`src/rtl/sca_pkg.sv`:
```
// package: types, opcodes, sbox tables and gf helpers for the segment alu
`timescale 1ns / 1ps
`default_nettype none
package sca_pkg;

  typedef enum logic [3:0] {
    OP_EOR3    = 4'd0,
    OP_BCAX    = 4'd1,
    OP_AESMC   = 4'd2,
    OP_AESIMC  = 4'd3,
    OP_AESE    = 4'd4,
    OP_AESD    = 4'd5,
    OP_AESEMC  = 4'd6,
    OP_AESDIMC = 4'd7,
    OP_SM4E    = 4'd8,
    OP_SM4EKEY = 4'd9,
    OP_RAX1    = 4'd10,
    OP_XAR     = 4'd11
  } op_e;

  typedef struct packed {
    logic [3:0]  opcode;
    logic [63:0] first_low;
    logic [63:0] first_high;
    logic [63:0] second_low;
    logic [63:0] second_high;
    logic [63:0] third_low;
    logic [63:0] third_high;
    logic [1:0]  element_size;
    logic [6:0]  rotate_amount;
  } req_t;

  typedef struct packed {
    logic [63:0] result_low;
    logic [63:0] result_high;
  } rsp_t;

  localparam logic [7:0] AES_POLY = 8'h1b;

  function automatic logic [7:0] xt(input logic [7:0] v);
    xt = {v[6:0], 1'b0} ^ (v[7] ? AES_POLY : 8'h00);
  endfunction

  function automatic logic [7:0] gmul(input logic [7:0] a, input logic [7:0] b);
    logic [7:0] acc;
    logic [7:0] x;
    acc = 8'h00;
    x   = a;
    for (int k = 0; k < 4; k++) begin
      if (b[k]) acc = acc ^ x;
      x = xt(x);
    end
    gmul = acc;
  endfunction

  function automatic logic [127:0] mix_cols(input logic [127:0] s, input logic inv);
    logic [127:0] o;
    logic [7:0] c0, c1, c2, c3, m0, m1, m2, m3;
    m0 = inv ? 8'h0e : 8'h02;
    m1 = inv ? 8'h0b : 8'h03;
    m2 = inv ? 8'h0d : 8'h01;
    m3 = inv ? 8'h09 : 8'h01;
    o = '0;
    for (int c = 0; c < 4; c++) begin
      c0 = s[c*32 +: 8];
      c1 = s[c*32+8 +: 8];
      c2 = s[c*32+16 +: 8];
      c3 = s[c*32+24 +: 8];
      o[c*32 +: 8]    = gmul(c0, m0) ^ gmul(c1, m1) ^ gmul(c2, m2) ^ gmul(c3, m3);
      o[c*32+8 +: 8]  = gmul(c0, m3) ^ gmul(c1, m0) ^ gmul(c2, m1) ^ gmul(c3, m2);
      o[c*32+16 +: 8] = gmul(c0, m2) ^ gmul(c1, m3) ^ gmul(c2, m0) ^ gmul(c3, m1);
      o[c*32+24 +: 8] = gmul(c0, m1) ^ gmul(c1, m2) ^ gmul(c2, m3) ^ gmul(c3, m0);
    end
    mix_cols = o;
  endfunction

  localparam logic [7:0] AES_FWD [256] = '{
    8'h63,8'h7c,8'h77,8'h7b,8'hf2,8'h6b,8'h6f,8'hc5,8'h30,8'h01,8'h67,8'h2b,8'hfe,8'hd7,8'hab,8'h76,
    8'hca,8'h82,8'hc9,8'h7d,8'hfa,8'h59,8'h47,8'hf0,8'had,8'hd4,8'ha2,8'haf,8'h9c,8'ha4,8'h72,8'hc0,
    8'hb7,8'hfd,8'h93,8'h26,8'h36,8'h3f,8'hf7,8'hcc,8'h34,8'ha5,8'he5,8'hf1,8'h71,8'hd8,8'h31,8'h15,
    8'h04,8'hc7,8'h23,8'hc3,8'h18,8'h96,8'h05,8'h9a,8'h07,8'h12,8'h80,8'he2,8'heb,8'h27,8'hb2,8'h75,
    8'h09,8'h83,8'h2c,8'h1a,8'h1b,8'h6e,8'h5a,8'ha0,8'h52,8'h3b,8'hd6,8'hb3,8'h29,8'he3,8'h2f,8'h84,
    8'h53,8'hd1,8'h00,8'hed,8'h20,8'hfc,8'hb1,8'h5b,8'h6a,8'hcb,8'hbe,8'h39,8'h4a,8'h4c,8'h58,8'hcf,
    8'hd0,8'hef,8'haa,8'hfb,8'h43,8'h4d,8'h33,8'h85,8'h45,8'hf9,8'h02,8'h7f,8'h50,8'h3c,8'h9f,8'ha8,
    8'h51,8'ha3,8'h40,8'h8f,8'h92,8'h9d,8'h38,8'hf5,8'hbc,8'hb6,8'hda,8'h21,8'h10,8'hff,8'hf3,8'hd2,
    8'hcd,8'h0c,8'h13,8'hec,8'h5f,8'h97,8'h44,8'h17,8'hc4,8'ha7,8'h7e,8'h3d,8'h64,8'h5d,8'h19,8'h73,
    8'h60,8'h81,8'h4f,8'hdc,8'h22,8'h2a,8'h90,8'h88,8'h46,8'hee,8'hb8,8'h14,8'hde,8'h5e,8'h0b,8'hdb,
    8'he0,8'h32,8'h3a,8'h0a,8'h49,8'h06,8'h24,8'h5c,8'hc2,8'hd3,8'hac,8'h62,8'h91,8'h95,8'he4,8'h79,
    8'he7,8'hc8,8'h37,8'h6d,8'h8d,8'hd5,8'h4e,8'ha9,8'h6c,8'h56,8'hf4,8'hea,8'h65,8'h7a,8'hae,8'h08,
    8'hba,8'h78,8'h25,8'h2e,8'h1c,8'ha6,8'hb4,8'hc6,8'he8,8'hdd,8'h74,8'h1f,8'h4b,8'hbd,8'h8b,8'h8a,
    8'h70,8'h3e,8'hb5,8'h66,8'h48,8'h03,8'hf6,8'h0e,8'h61,8'h35,8'h57,8'hb9,8'h86,8'hc1,8'h1d,8'h9e,
    8'he1,8'hf8,8'h98,8'h11,8'h69,8'hd9,8'h8e,8'h94,8'h9b,8'h1e,8'h87,8'he9,8'hce,8'h55,8'h28,8'hdf,
    8'h8c,8'ha1,8'h89,8'h0d,8'hbf,8'he6,8'h42,8'h68,8'h41,8'h99,8'h2d,8'h0f,8'hb0,8'h54,8'hbb,8'h16
  };

  localparam logic [7:0] AES_INV [256] = '{
    8'h52,8'h09,8'h6a,8'hd5,8'h30,8'h36,8'ha5,8'h38,8'hbf,8'h40,8'ha3,8'h9e,8'h81,8'hf3,8'hd7,8'hfb,
    8'h7c,8'he3,8'h39,8'h82,8'h9b,8'h2f,8'hff,8'h87,8'h34,8'h8e,8'h43,8'h44,8'hc4,8'hde,8'he9,8'hcb,
    8'h54,8'h7b,8'h94,8'h32,8'ha6,8'hc2,8'h23,8'h3d,8'hee,8'h4c,8'h95,8'h0b,8'h42,8'hfa,8'hc3,8'h4e,
    8'h08,8'h2e,8'ha1,8'h66,8'h28,8'hd9,8'h24,8'hb2,8'h76,8'h5b,8'ha2,8'h49,8'h6d,8'h8b,8'hd1,8'h25,
    8'h72,8'hf8,8'hf6,8'h64,8'h86,8'h68,8'h98,8'h16,8'hd4,8'ha4,8'h5c,8'hcc,8'h5d,8'h65,8'hb6,8'h92,
    8'h6c,8'h70,8'h48,8'h50,8'hfd,8'hed,8'hb9,8'hda,8'h5e,8'h15,8'h46,8'h57,8'ha7,8'h8d,8'h9d,8'h84,
    8'h90,8'hd8,8'hab,8'h00,8'h8c,8'hbc,8'hd3,8'h0a,8'hf7,8'he4,8'h58,8'h05,8'hb8,8'hb3,8'h45,8'h06,
    8'hd0,8'h2c,8'h1e,8'h8f,8'hca,8'h3f,8'h0f,8'h02,8'hc1,8'haf,8'hbd,8'h03,8'h01,8'h13,8'h8a,8'h6b,
    8'h3a,8'h91,8'h11,8'h41,8'h4f,8'h67,8'hdc,8'hea,8'h97,8'hf2,8'hcf,8'hce,8'hf0,8'hb4,8'he6,8'h73,
    8'h96,8'hac,8'h74,8'h22,8'he7,8'had,8'h35,8'h85,8'he2,8'hf9,8'h37,8'he8,8'h1c,8'h75,8'hdf,8'h6e,
    8'h47,8'hf1,8'h1a,8'h71,8'h1d,8'h29,8'hc5,8'h89,8'h6f,8'hb7,8'h62,8'h0e,8'haa,8'h18,8'hbe,8'h1b,
    8'hfc,8'h56,8'h3e,8'h4b,8'hc6,8'hd2,8'h79,8'h20,8'h9a,8'hdb,8'hc0,8'hfe,8'h78,8'hcd,8'h5a,8'hf4,
    8'h1f,8'hdd,8'ha8,8'h33,8'h88,8'h07,8'hc7,8'h31,8'hb1,8'h12,8'h10,8'h59,8'h27,8'h80,8'hec,8'h5f,
    8'h60,8'h51,8'h7f,8'ha9,8'h19,8'hb5,8'h4a,8'h0d,8'h2d,8'he5,8'h7a,8'h9f,8'h93,8'hc9,8'h9c,8'hef,
    8'ha0,8'he0,8'h3b,8'h4d,8'hae,8'h2a,8'hf5,8'hb0,8'hc8,8'heb,8'hbb,8'h3c,8'h83,8'h53,8'h99,8'h61,
    8'h17,8'h2b,8'h04,8'h7e,8'hba,8'h77,8'hd6,8'h26,8'he1,8'h69,8'h14,8'h63,8'h55,8'h21,8'h0c,8'h7d
  };

  localparam logic [7:0] SM4_BOX [256] = '{
    8'hd6,8'h90,8'he9,8'hfe,8'hcc,8'he1,8'h3d,8'hb7,8'h16,8'hb6,8'h14,8'hc2,8'h28,8'hfb,8'h2c,8'h05,
    8'h2b,8'h67,8'h9a,8'h76,8'h2a,8'hbe,8'h04,8'hc3,8'haa,8'h44,8'h13,8'h26,8'h49,8'h86,8'h06,8'h99,
    8'h9c,8'h42,8'h50,8'hf4,8'h91,8'hef,8'h98,8'h7a,8'h33,8'h54,8'h0b,8'h43,8'hed,8'hcf,8'hac,8'h62,
    8'he4,8'hb3,8'h1c,8'ha9,8'hc9,8'h08,8'he8,8'h95,8'h80,8'hdf,8'h94,8'hfa,8'h75,8'h8f,8'h3f,8'ha6,
    8'h47,8'h07,8'ha7,8'hfc,8'hf3,8'h73,8'h17,8'hba,8'h83,8'h59,8'h3c,8'h19,8'he6,8'h85,8'h4f,8'ha8,
    8'h68,8'h6b,8'h81,8'hb2,8'h71,8'h64,8'hda,8'h8b,8'hf8,8'heb,8'h0f,8'h4b,8'h70,8'h56,8'h9d,8'h35,
    8'h1e,8'h24,8'h0e,8'h5e,8'h63,8'h58,8'hd1,8'ha2,8'h25,8'h22,8'h7c,8'h3b,8'h01,8'h21,8'h78,8'h87,
    8'hd4,8'h00,8'h46,8'h57,8'h9f,8'hd3,8'h27,8'h52,8'h4c,8'h36,8'h02,8'he7,8'ha0,8'hc4,8'hc8,8'h9e,
    8'hea,8'hbf,8'h8a,8'hd2,8'h40,8'hc7,8'h38,8'hb5,8'ha3,8'hf7,8'hf2,8'hce,8'hf9,8'h61,8'h15,8'ha1,
    8'he0,8'hae,8'h5d,8'ha4,8'h9b,8'h34,8'h1a,8'h55,8'had,8'h93,8'h32,8'h30,8'hf5,8'h8c,8'hb1,8'he3,
    8'h1d,8'hf6,8'he2,8'h2e,8'h82,8'h66,8'hca,8'h60,8'hc0,8'h29,8'h23,8'hab,8'h0d,8'h53,8'h4e,8'h6f,
    8'hd5,8'hdb,8'h37,8'h45,8'hde,8'hfd,8'h8e,8'h2f,8'h03,8'hff,8'h6a,8'h72,8'h6d,8'h6c,8'h5b,8'h51,
    8'h8d,8'h1b,8'haf,8'h92,8'hbb,8'hdd,8'hbc,8'h7f,8'h11,8'hd9,8'h5c,8'h41,8'h1f,8'h10,8'h5a,8'hd8,
    8'h0a,8'hc1,8'h31,8'h88,8'ha5,8'hcd,8'h7b,8'hbd,8'h2d,8'h74,8'hd0,8'h12,8'hb8,8'he5,8'hb4,8'hb0,
    8'h89,8'h69,8'h97,8'h4a,8'h0c,8'h96,8'h77,8'h7e,8'h65,8'hb9,8'hf1,8'h09,8'hc5,8'h6e,8'hc6,8'h84,
    8'h18,8'hf0,8'h7d,8'hec,8'h3a,8'hdc,8'h4d,8'h20,8'h79,8'hee,8'h5f,8'h3e,8'hd7,8'hcb,8'h39,8'h48
  };

  function automatic logic [31:0] sm4_round(input logic [127:0] x, input logic [31:0] rk,
                                            input logic keyexp);
    logic [31:0] t, u, l;
    t = x[63:32] ^ x[95:64] ^ x[127:96] ^ rk;
    for (int i = 0; i < 4; i++) u[i*8 +: 8] = SM4_BOX[t[i*8 +: 8]];
    if (keyexp) l = u ^ {u[18:0], u[31:19]} ^ {u[8:0], u[31:9]};
    else l = u ^ {u[29:0], u[31:30]} ^ {u[21:0], u[31:22]} ^ {u[13:0], u[31:14]}
             ^ {u[7:0], u[31:8]};
    sm4_round = l ^ x[31:0];
  endfunction

endpackage : sca_pkg
`default_nettype wire

```
`src/rtl/sca_back.sv`:
```
// stage 3: (inverse) mix columns and the last sm4 round
`timescale 1ns / 1ps
`default_nettype none
module sca_back (
  input  wire logic    clk_i,
  input  wire logic    rst_ni,
  input  wire logic    vld_i,
  input  wire [3:0]    op_i,
  input  wire [127:0]  st_i,
  input  wire [31:0]   rk_i,
  output logic         vld_o,
  output sca_pkg::rsp_t rsp_o
);
  import sca_pkg::*;

  logic         vld_q;
  logic [127:0] res_q, res_d;

  always_comb begin
    case (op_i)
      OP_AESMC, OP_AESEMC:   res_d = mix_cols(st_i, 1'b0);
      OP_AESIMC, OP_AESDIMC: res_d = mix_cols(st_i, 1'b1);
      OP_SM4E, OP_SM4EKEY:
        res_d = {sm4_round(st_i, rk_i, op_i == OP_SM4EKEY), st_i[127:32]};
      default: res_d = st_i;
    endcase
  end

  always_ff @(posedge clk_i or negedge rst_ni) begin
    if (!rst_ni) begin
      vld_q <= 1'b0;
    end else begin
      vld_q <= vld_i;
    end
  end

  always_ff @(posedge clk_i) begin
    if (vld_i) begin
      res_q <= res_d;
    end
  end

  assign vld_o = vld_q;
  assign rsp_o = '{result_low: res_q[63:0], result_high: res_q[127:64]};

`ifndef NO_ASSERTIONS
  a_vld_follows : assert property (@(posedge clk_i) disable iff (!rst_ni)
    vld_i |=> vld_q) else $error("result strobe lost");
  a_no_spurious : assert property (@(posedge clk_i) disable iff (!rst_ni)
    !vld_i |=> !vld_q) else $error("spurious result strobe");
  a_pass_default : assert property (@(posedge clk_i) disable iff (!rst_ni)
    (vld_i && (op_i == OP_EOR3 || op_i == OP_XAR)) |=> res_q == $past(st_i))
    else $error("pass-through op altered");
`endif
endmodule : sca_back
`default_nettype wire

```
`config.mk`:
```
export PLATFORM = sky130hd
export DESIGN_NAME = sca_back
export DESIGN_NICKNAME = d
export VERILOG_FILES = /design/src/rtl/sca_pkg.sv /design/src/rtl/sca_back.sv
export SDC_FILE = /design/constraint.sdc
export NUM_CORES = 2
export LEC_CHECK = 0
export ABC_AREA = 1
export BUFFER_PORTS_ARGS = -buffer_cell sky130_fd_sc_hd__buf_2
export CAP_MARGIN = 5
export CORE_MARGIN = 5
export CORE_UTILIZATION = 40
export CTS_CLUSTER_SIZE = 8
export DETAILED_ROUTE_END_ITERATION = 10
export RECOVER_POWER = 25
export SYNTH_ARGS = -nofsm -noshare
export SYNTH_HDL_FRONTEND = slang
export SYNTH_SLANG_ARGS = --single-unit
```
`constraint.sdc`:
```
create_clock -name clk_i -period 0.9 [get_ports clk_i]
set_input_delay 0.045 -clock clk_i [delete_from_list [all_inputs] [get_ports clk_i]]
set_output_delay 0.045 -clock clk_i [all_outputs]
set_load 0.02 [all_outputs]
```
### After elaboration in Yosys (flattened, before gate mapping)

Memory sizes are Yosys's and may differ from the RTL's.
Index checks and enable logic that the tools add are counted.

* equal/unequal tests: 6
* reductions and logical operators: 3
* order comparisons: 4
* mux-type cells: 251
* bitwise gates (word level): 286

Operators with widths (count)
* $xor 8x8->8: 235
* $mux 8: 200
* $pmux 128 s3: 1
* $xor 32x32->32: 10
* $xor 8x5->8: 37
* $mux 5: 48
* $mux 32: 2
* $ge 9x9->1 const B: 4
* $not 8->9: 4
* $eq 4x2->1 const B: 2
* $eq 4x3->1 const B: 2
* $eq 4x4->1 const B: 2
* $reduce_or 2->1: 3

* output and inout port bits: 129
* flip-flop bits (word level): 129
* input bits: 167
* memory bits (read-only): 8192
* memories: 4

Memories
* (no name shown): depth 256, width 8, read ports 1, clocked after Yosys merged registers in 0, wr ports 0, RTL line sca_pkg.sv:138 `for (int i = 0; i < 4; i++) u[i*8 +: 8] = SM4_BOX[t[i*8 +: 8]];`
* (no name shown): depth 256, width 8, read ports 1, clocked after Yosys merged registers in 0, wr ports 0, RTL line sca_pkg.sv:138
* (no name shown): depth 256, width 8, read ports 1, clocked after Yosys merged registers in 0, wr ports 0, RTL line sca_pkg.sv:138
* (no name shown): depth 256, width 8, read ports 1, clocked after Yosys merged registers in 0, wr ports 0, RTL line sca_pkg.sv:138

### Logic depth before layout (Yosys ltp)

* depth in word-level cells: 15
* mapped depth: 32
* depth with buffers taken out: 31

### Worst setup path after synthesis

Ideal clock, no wire load.

* path type: in2reg
* from: input port st_i[81]
* to: register res_q[125], data pin
* arrival time: 2.706 ns
* buffers on the path: 1
* required time: 0.645 ns
* path slack: -2.061 ns
* cell stages on the path: 25
* cell sequence: buf_4 clkinv_2 nand2_1 nand2_1 xor2_2 ha_1 inv_1 nand3_1 inv_1 o21ai_0 nor2_1 nor2_1 nor2_1 nor2_1 nand2_1 nand2_2 nand2_1 nand2_1 nand2_1 nand2_1 nand2_1 nand3_1 nand3_1 nand3_1 nand2_1

* cells in the longest elaborated chain, start to end: 14
* elaborated cells on any way between the ends: 16

Ends and longest elaborated chain
* start: declaration: RTL line sca_back.sv:9 `input wire [127:0] st_i,`
* $xor 32x32->32 (*) (3 in a row): RTL line sca_pkg.sv:137 `t = x[63:32] ^ x[95:64] ^ x[127:96] ^ rk;`
* $not 8->9 (implied by the code) (*): RTL line sca_pkg.sv:138
* $mem_v2 256x8 (*)
* $mux 8 (implied by the code) (*) (2 in a row): RTL line sca_pkg.sv:138
* $xor 32x32->32 (2 in a row): RTL line sca_pkg.sv:140 `else l = u ^ {u[29:0], u[31:30]} ^ {u[21:0], u[31:22]} ^ {u[13:0], u[31:14]}`
* $xor 32x32->32: RTL line sca_pkg.sv:141 `^ {u[7:0], u[31:8]};`
* $mux 32 (*): RTL line sca_pkg.sv:139 `if (keyexp) l = u ^ {u[18:0], u[31:19]} ^ {u[8:0], u[31:9]};`
* $mux 32 (*): RTL line sca_back.sv:20 `case (op_i)`
* $xor 32x32->32 (*): RTL line sca_pkg.sv:142 `sm4_round = l ^ x[31:0];`
* $pmux 128 s3 (*): RTL line sca_back.sv:20
* net res_d[125]: RTL line sca_back.sv:17 `logic [127:0] res_q, res_d;`
* end signal: assignment: RTL line sca_back.sv:39 `res_q <= res_d;`
* end: declaration: RTL line sca_back.sv:17

The timed path passes the listed nets; every way through them passes the cells marked *. The select of a mux whose other input is x is not followed.
A chain may end at the register's enable or synchronous reset.

### Worst setup path after layout

* from: input port rk_i[24]
* to: register res_q[107], data pin

* cells in the longest elaborated chain, start to end: 11
* elaborated cells on any way between the ends: 13

Ends and longest elaborated chain
* start: declaration: RTL line sca_back.sv:10 `input wire [31:0] rk_i,`
* $xor 32x32->32 (*): RTL line sca_pkg.sv:137
* $not 8->9 (implied by the code) (*): RTL line sca_pkg.sv:138
* $mem_v2 256x8 (*)
* $mux 8 (implied by the code) (*) (2 in a row): RTL line sca_pkg.sv:138
* $xor 32x32->32 (on tied branches): RTL line sca_pkg.sv:140, sca_pkg.sv:139
* $xor 32x32->32 (on tied branches): RTL line sca_pkg.sv:141, sca_pkg.sv:139
* $mux 32 (*): RTL line sca_pkg.sv:139
* $mux 32 (*): RTL line sca_back.sv:20
* $xor 32x32->32 (*): RTL line sca_pkg.sv:142
* $pmux 128 s3 (*): RTL line sca_back.sv:20
* net res_d[107]: RTL line sca_back.sv:17

Marks and branches as above.

==> flow_summary.toml <==
[cts]
cts_tree = "done"
cts_buffers = 17
cts_max_path_buffers = 2
clockRootBuffer = "clkbuf_16"
cts.sinks = 129
clk_pin_slew_worst_paths_ns = 0.08
cts.htree.levels = 4

[cells_and_area]
layout-drive-gt1-share_pct = 45.6
nFillCells = 8061
final_common_cell = "buf_4"
fin_util_pct = 67.4
nets = 8145
post-route-cell-area_um2 = 64200
area_growth_pct = 66.9
final_cell_mix = "buf_4 (1581), nand2_1 (1328), nand3_1 (755)"

[detailed_routing]
viasPerCell = 5.79
route.detailed.drc = 0
drt_first_pass_iters = 6
vias = 53400
routedWlPerCell_um = 25.7
initialDrtViolationCount = 6948
antenna_left = 0
drt_wl_total_um = 237000

[synth]
yosys_most_used_dff = "edfxtp_1"
synthArstFlopShare_pct = 0.775
postSynthNetCount = 6353
ys_top_cells_by_area = "xor2_1 (19%), nand2_1 (17%), nand3_1 (13%)"
synth_warnings = 0
synth.distinct_cells = 57
syn_inst = 6147
yosys.area.top_type = "xor2_1"
ys_seq_elements = 129
seq_area_frac_synth_pct = 10.1
synthesis.area_um2 = 38500
synth_edf_count = 128
synth_top_area_share_pct = 18.7
avgSynthCellArea_um2 = 6.26

[floorplan]
dieArea_um2 = 102000
fp-row-count = 113
ios = 296
fp.dieH_um = 320
core_area_um2 = 95300
start_util_pct = 40.4
die_w_um = 320

[sta]
min_period_over_period_pct = 311
hold_ws_ns = 0.0605
setup_viol = 380
layout_setup_ws_ns = -1.89
relSlewSlack_pct = 49.4
rsz0062_at_grt = "yes"
max_freq_ghz = 0.358
worst_slew_pin_slew_ns = 0.748
finalHoldViolCount = 0
maxSlewViolCount = 0
period_needed_ns = 2.79

[critical_path]
required_ns = 1.15
worstPathArrival_ns = 3.05
cp_top_family = "simple AND/OR/NAND/NOR gates"
crit_slowest_cell = "xnor2_2"
worst-path-buf-inv = 8
path_common_cell = "nand3_2"
worstSetupPathType = "input pin to flop"
critPathMaxStageDelay_ns = 0.22
cp-start-kind = "input pin"
end_kind = "flop"
cp_max_fo = 6

[status]
status = "finished, violations left"
violations = "negative setup slack"

[placement]
dp_slack_ns = -2.75
dpl.hpwl_um = 189000
placed_area_um2 = 56400
portBuffers = 295
routabilityCongestion = 1.07

[grt]
gr-total-overflow = 0
antenna_found_initial = 8
first_global_vias = 50500
grt_usage_pct = 43.0
grt_pass1_wl_um = 333000
grt_start_max_net_pins = 64

[min_path]
hold_class = "input pin to flop"

[power]
irDropWorstVdd_v = 0.00134
powerDensity_nw_per_um2 = 1950
p_leak_nw = 30.4
finalPower_mw = 125

[flow_run]
maxCapViolations = 0
## logic make-up (layout without fill, tap and decap cells)
logic type,count (synthesis),after routing,share of synthesized area (%)
compound gates,615,615,9.97
xor+xnor,1316,1316,30.9
fa+ha+maj,39,39,1.27
buf+inv,767,2569,9.68
flops,129,129,10.1
other cells,0,5,0
simple gates,3281,3284,38.2
## registers in the layout, indices dropped and copies added (netlist names)
name,count
res_q,128
vld_o,1
## metal layers
| layer | GRT usage, % | share of wire [%] | vias up | wire (um) |
|---|---|---|---|---|
| met2 | 65.0 | 42 | 3718 | 100000 |
| met3 | 11.3 | 12 | 973 | 28300 |
| met4 | 25.0 | 7.9 | 0 | 18700 |
| li1 | - | - | 23600 | - |
| met1 | 55.4 | 38 | 25100 | 90200 |
| met5 | 0 | 0 | - | 0 |
## final timing paths
check	from	endpoint	slack [ns]	cells after the start
min	st_i[3]	res_q[99]	0.06	4
max	rk_i[24]	res_q[107]	-1.89	29
max in group asynchronous	rst_ni	vld_o	0.42	3
min in group asynchronous	rst_ni	vld_o	0.38	3
## worst min-delay path: stages
cell     delay (ns)
buf_2          0.17
nand3_1        0.10
nand3_1        0.08
nand2_1        0.07
## Yosys cell counts (all sizes together), types with 13 or more instances
| master | instances |
|---|---|
| nor2 | 265 |
| o22ai | 13 |
| nand2 | 1895 |
| xnor2 | 480 |
| inv | 392 |
| ha | 39 |
| a21oi | 139 |
| edfxtp | 128 |
| nand4 | 21 |
| a21boi | 36 |
| nand3 | 1032 |
| o2111ai | 90 |
| clkbuf | 98 |
| xor2 | 836 |
| or2 | 62 |
| o211ai | 83 |
| buf | 269 |
| o21ai | 221 |
## stage by stage
| step | instances | setup TNS [ns] |
|---|---|---|
| CTS | 9134 | -144.32 |
| global route | 9221 | -178.68 |
| global placement | 9007 | -203.56 |
| detailed placement | 9007 | -204.63 |
| finish | 9222 | -168.01 |
| floorplan | 6147 | -125.05 |
## repair_timing
item                       4_1_cts  5_1_grt
setup buffers                   87       84
hold endpoints to repair        11        1
hold buffers                     6        1
resized for setup              748      614
pin swaps                      288      327
cloned                           4        4
setup endpoints to repair      257      257
## layout make-up
class / count / area (um2) / area share (%)
multi-input cells: 5254 / 38200 / 59.5
clock buffers: 18 / 429 / 0.668
repair buffers: 2137 / 18100 / 28.2
well taps: 1265 / 1580 / 2.46
flip-flops and latches: 129 / 3870 / 6.02
diodes: 5 / 12.5 / 0.0195
inverters: 400 / 1820 / 2.84
clock inverters: 14 / 205 / 0.319
## where the power goes
group / internal, mW / leakage (nW) / switching [mW]
clock network: 4.66 / 0.295 / 3.41
registers: 7.77 / 1.26 / 0.378
logic: 45.4 / 28.8 / 63.7
total: 57.8 / 30.4 / 67.5
No activity file was read; power rests on OpenSTA's default activity.
